$ cat src/swpr_pkg.sv
// ----------------------------------------------------------------------------
// swpr_pkg
// Shared widths, codes and types of the sliding window peak rate block.
// ----------------------------------------------------------------------------
package swpr_pkg;

  localparam int TIME_W     = 32;
  localparam int CNT_W      = 32;
  localparam int CLASS_W    = 4;
  localparam int WIN_W      = 13;
  localparam int MAX_WIN    = (2 ** WIN_W) - 1;
  localparam int MOD_X_W    = TIME_W + 1;
  localparam int CFG_INDEX_W = 2;
  localparam int CFG_DATA_W  = 32;
  localparam int QDEPTH     = 2;
  localparam int QAW        = (QDEPTH > 1) ? $clog2(QDEPTH) : 1;

  // configuration register indexes
  localparam logic [CFG_INDEX_W-1:0] CFG_WINDOW_SECONDS = 2'd0;
  localparam logic [CFG_INDEX_W-1:0] CFG_FROM_TIME      = 2'd1;
  localparam logic [CFG_INDEX_W-1:0] CFG_TO_TIME        = 2'd2;

  localparam logic [CLASS_W-1:0] SERVER_ERROR_CLASS = 4'd5;

  typedef enum logic {
    KIND_SKIP,
    KIND_TRACK
  } item_kind_t;

  // one classified event on its way from the front to the back
  typedef struct packed {
    item_kind_t        kind;
    logic [TIME_W-1:0] event_time;
    logic [TIME_W-1:0] last_time;
    logic [CNT_W-1:0]  error_count;
    logic              stopped;
  } q_item_t;

  typedef enum logic [3:0] {
    BK_INIT,
    BK_IDLE,
    BK_START,
    BK_CLASS,
    BK_IDX_MOD,
    BK_RD,
    BK_WR,
    BK_OFF_MOD,
    BK_CLR,
    BK_K_MOD,
    BK_RESULT
  } back_state_t;

endpackage

$ cat src/swpr_queue.sv
// ----------------------------------------------------------------------------
// swpr_queue
// Short FIFO of classified events between front and back.
// ----------------------------------------------------------------------------
module swpr_queue (
  input  logic              clk,
  input  logic              rst,
  input  logic              in_valid,
  output logic              in_ready,
  input  swpr_pkg::q_item_t in_item,
  output logic              out_valid,
  input  logic              out_ready,
  output swpr_pkg::q_item_t out_item
);
  import swpr_pkg::*;

  q_item_t        slots [QDEPTH];
  logic [QAW-1:0] wr_ptr;
  logic [QAW-1:0] rd_ptr;
  logic [QAW:0]   count;
  logic           do_push;
  logic           do_pop;

  assign in_ready  = (count != (QAW + 1)'(QDEPTH));
  assign out_valid = (count != '0);
  assign out_item  = slots[rd_ptr];
  assign do_push   = in_valid && in_ready;
  assign do_pop    = out_valid && out_ready;

  always_ff @(posedge clk) begin
    if (do_push) begin
      slots[wr_ptr] <= in_item;
    end
  end

  always_ff @(posedge clk) begin
    if (rst) begin
      wr_ptr <= '0;
      rd_ptr <= '0;
      count  <= '0;
    end else begin
      if (do_push) begin
        wr_ptr <= (wr_ptr == QAW'(QDEPTH - 1)) ? '0 : wr_ptr + QAW'(1);
      end
      if (do_pop) begin
        rd_ptr <= (rd_ptr == QAW'(QDEPTH - 1)) ? '0 : rd_ptr + QAW'(1);
      end
      case ({do_push, do_pop})
        2'b10:   count <= count + 1'b1;
        2'b01:   count <= count - 1'b1;
        default: ;
      endcase
    end
  end

endmodule

$ cat config.mk
export PLATFORM = sky130hd
export DESIGN_NAME = swpr_queue
export DESIGN_NICKNAME = d
export VERILOG_FILES = /design/src/swpr_pkg.sv /design/src/swpr_queue.sv
export SDC_FILE = /design/constraint.sdc
export NUM_CORES = 1
export LEC_CHECK = 0
export BUFFER_PORTS_ARGS = -buffer_cell sky130_fd_sc_hd__buf_4
export CORE_MARGIN = 4
export CORE_UTILIZATION = 50
export DETAILED_ROUTE_END_ITERATION = 10
export MAX_ROUTING_LAYER = met4
export PLACE_DENSITY = 0.77
export SETUP_SLACK_MARGIN = 0.4
export SLEW_MARGIN = 30
export SYNTH_ARGS = -nofsm -noshare
export SYNTH_HDL_FRONTEND = slang
export SYNTH_SLANG_ARGS = --single-unit
$ cat constraint.sdc
create_clock -name clk -period 5 [get_ports clk]
set_clock_uncertainty 0.2 [all_clocks]
set_input_delay 1 -clock clk [delete_from_list [all_inputs] [get_ports clk]]
set_output_delay 1 -clock clk [all_outputs]
set_load 0.02 [all_outputs]
# [Yosys cells after proc, flatten, opt, wreduce, memory -nomap -nowiden]
# Memory sizes are Yosys's and may differ from the RTL's. A register that Yosys moved wholly into a read port is not among the register bits.
# Cells that the tools add are included.
[totals] reg_bits=4 mem_bits_rw=196 input_bits=102 out_inout_bits=100 n_memories=1
[classes] addsub=4 n_eq_ne=3 muxes=7 reduce_logical=4
[mem_list] name="slots" depth=2 width=98 read_ports=1 rd_ports_with_merged_regs=1 write_ports=1 line="swpr_queue.sv:17" rtl="q_item_t slots [QDEPTH];"
[op_table] op="two-way mux 1 bit" n=6
[op_table] op="one-hot mux 2 bit (2 select lines)" n=1
[op_table] op="nonzero test 2 bit" n=2
[op_table] op="adder 1 bit (second input constant)" n=2
[op_table] op="adder 2 x 1 -> 2 bit (second input constant)" n=1
[op_table] op="equality test 2 x 1 -> 1 bit (second input constant)" n=1
[op_table] op="equality test 2 bit (second input constant)" n=1
[op_table] op="logical AND 1 bit" n=2
[op_table] op="!= test 2 bit (second input constant)" n=1
[op_table] op="subtractor 2 x 1 -> 2 bit (second input constant)" n=1

# [Depth between registers and ports, before layout]
[depth] depth_word=4 mapped_depth=6 ltp_nobuf=6

# [Worst setup path after synthesis]
# Ideal clock, no wire load.
[synth_path] path_type="input to register" from="in in_valid" to="mem slots[1][0] in the netlist's numbering, enable pin" setup_ns=0.469 arrival_ns=3.321 required_ns=4.331 slack_ns=1.011 cell_stages=1 cell_sequence="and3_1"
[synth_via] elab_chain_cells=3
[synth_rtl] item="start: declaration" line="swpr_queue.sv:8" rtl="input logic in_valid,"
[synth_rtl] item="logical AND 1 bit" line="swpr_queue.sv:27" rtl="assign do_push = in_valid && in_ready;"
[synth_rtl] item="two-way mux 1 bit" line="swpr_queue.sv:31" rtl="if (do_push) begin"
[synth_rtl] item="two-way mux 1 bit (not written as such)" line="swpr_queue.sv:32" rtl="slots[wr_ptr] <= in_item;"
[synth_rtl] item="end: declaration" line="swpr_queue.sv:17"
# No other way between the ends.

==> run metrics <==
die area=16,600 µm²; DP Worst Slack=roughly 1.9 ns; Hold Path Class=register to register; setup TNS=0 ns; worst skew pair latency=approximately 0.46 ns; row count=43; Port Buffers=~200; Peak VDD IR=0.000368 V; worst slew pin tran=0.876 ns; Ports=between 200 and 250; maxcap violations=0; max_slew headroom=41.6%; Syn. warnings=0; CP required=between 3 and 4 ns; drt drc=0; H-tree depth=1; worst-path cell chain=buf_4 -> mux2_2 -> buf_4; Clock Tree Buf Depth=3; initial antenna violation count=0; Pleak=3.59 nW; RSZ-0062 raised after global routing=false; xor and xnor area share after synthesis=0.361%; grt ovf=0; die extent in x=129 µm; DPL Wire Length=9190 µm; design area=9620 µm²; WL final=13,500 µm; CTS tree=built; sw frac=approximately 29%; GPL Wtd Cong=0.765; DP Area=9000 µm²; ANT nets after route=0; internal power=roughly 3.7 mW; cts hold-fix bufs=0; clock sink count=201; n_diodes=0; final hold violations=0; Yosys reg bits=201; Hold Path Origin=rd_ptr; syn nets=432; crit end category=primary output; Crit Path Max Fanout=65; Fill cells=942; Flop pwr share=43.9%; synthesized instance count=329; Final nets=approximately 650; Inserted Clock Buffers=21; simple-gate share of the synthesized area=0.653%; post-CTS sizing=0; Power Density=about 540 nW/µm²; minimum clock period=3.51 ns; number of global-route vias before repair=4,078; post-DR wirelength/cell=18.3 µm; iteration count of the initial detailed-routing pass=6; adder-cell share of the synthesized area=less than 1%; f_max=285 MHz; Crit-path slowest cell=dfxtp_4; initial core utilization=between 50% and 60%; FF-to-FF path depth=3; largest net degree at the start of global routing=66; average cell area after synthesis=between 20 and 25 µm²; Clk pwr share=~27%; WHS Path Cells=2; clock root buffer=clkbuf_16; final setup fails=0; status=completed; first-pass GRT wire length=20,500 µm; total power=5.15 mW; crit start category=register; DR vias=3,741; synth-to-layout area growth=32.0%; sequential area share after synthesis=between 80 and 90%; Synth top area share=~81%; reg-to-reg critical path startpoint=count[0]; largest area contributor in the netlist=edfxtp_1; DRT iter0 DRCs=146; mux contribution to synthesized area=15.1%; Comb power frac=29.3%; critical path type=register to primary output; Global Route Usage Sum=16.4%; share of layout cells above drive strength 1=60.1%; main combinational cell family by area after synthesis=multiplexers; Crit path top cell by count=buf_4; Compound-Gate Fraction of Synth Area=less than 1%; die height=around 130 µm; number of vias per cell=5.05; setup ws final=1.49 ns; Core ar.=14,100 µm²; fin crit share=70.2%; clock-pin slew on the worst setup and hold paths=0.06 ns; Slew Viols, Final=0; number of setup buffers added after CTS=0; slowest stage delay, CP=about 0.90 ns; Net Sw Power=between 1 and 1.5 mW; post-synthesis cell type count=21; crit path DAT=2.31 ns; mapped cell area=around 7300 µm²; ranking of synthesized cells by area=edfxtp_1 81%, mux2_2 15%, dfxtp_1 1.4%, buf_2 0.55%, buf_6 0.46%
-- cells by family after synthesis --
family                   after synthesis
AO/OA/AOI/OAI                          5
XOR/XNOR                               3
adder cells (fa/ha/maj)                1
buffers and inverters                 12
flip-flops                           201
multiplexers                          98
AND/OR/NAND/NOR                        9
-- layout make-up --
type / count / area (µm²) / area share (%)
clock buffers: 26 / 544 / 5.66
flip-flops and latches: 201 / 5990 / 62.3
inverters: 1 / 6.26 / 0.0650
multi-input cells: 116 / 1230 / 12.8
well taps: 180 / 225 / 2.34
repair buffers: 207 / 1550 / 16.2
clock inverters: 10 / 71.3 / 0.742
-- power groups by stage --
stage / sequential [mW] / combinational, mW / clock (mW)
after floorplan: 2.22 / 0.990 / 0
after global placement: 2.29 / 1.50 / 0
after detailed placement: 2.31 / 1.52 / 0
after CTS: 2.27 / 1.53 / 1.42
after global routing: 2.29 / 1.60 / 1.50
final: 2.26 / 1.51 / 1.38
-- worst paths after layout --
| kind | endpoint | slack (ns) |
|---|---|---|
| max | out_item[28] | 1.49 |
| min | register | 0.33 |
| max reg2reg | slots[1][85] | 2.61 |
| min reg2reg | register | 0.33 |
-- per-stage QoR --
| step | utilization, % | hold slack [ns] | cells |
|---|---|---|---|
| floorplan | - | 0.274 | 329 |
| global placement | 63.9 | 0.287 | 705 |
| detailed placement | 63.9 | 0.318 | 705 |
| CTS | 68.2 | 0.335 | 741 |
| global route | 68.2 | 0.365 | 741 |
| finish | 68.2 | 0.328 | 741 |
-- worst max-delay path, delay by kind of cell (launching register included) --
family,cells,cell delay [ns]
DFF,1,0.90
buffers and inverters,2,0.54
muxes,1,0.38
-- cell usage after synthesis --
master	instances
o21a_1	1
mux2_2	97
buf_6	3
nand2b_1	1
or3_1	1
mux2_1	1
a21oi_1	2
xor2_1	1
ha_1	1
and3_1	1
edfxtp_1	196
inv_1	1
buf_2	8
nand3b_1	1
nor2_1	3
a21bo_2	1
o21ai_0	1
or2_2	1
nand2_1	1
xnor2_1	2
dfxtp_1	5
-- per-layer routing --
metal,vias to the layer above,global-route usage [%],share of wire [%]
li1,1738,-,-
met1,1822,18.9,38
met2,160,27.4,50
met3,21,5.19,9.7
met4,0,5.44,1.9
met5,-,-,0
-- sequential cells by signal, summed over array words and instances (netlist names), named ones only --
name,count
slots,196
count,2
rd_ptr,1
wr_ptr,1
-- cell usage in the layout, fill, tap and decap left out, drive strengths merged --
cell    synthesis  routed
bufinv          0       1
o21ai           1       1
inv             1       1
clkinv          0       9
edfxtp        196     196
a21oi           2       2
buf            11     207
clkbuf          0      26
mux2           98      98
nand2b          1       1
xnor2           2       2
or3             1       1
or2             1       1
ha              1       1
dfxtp           5       5
nor2            3       3
nand2           1       1
nand3b          1       1
and3            1       1
a21bo           1       1
xor2            1       1
o21a            1       1
Power figures use the tool's default switching activity.
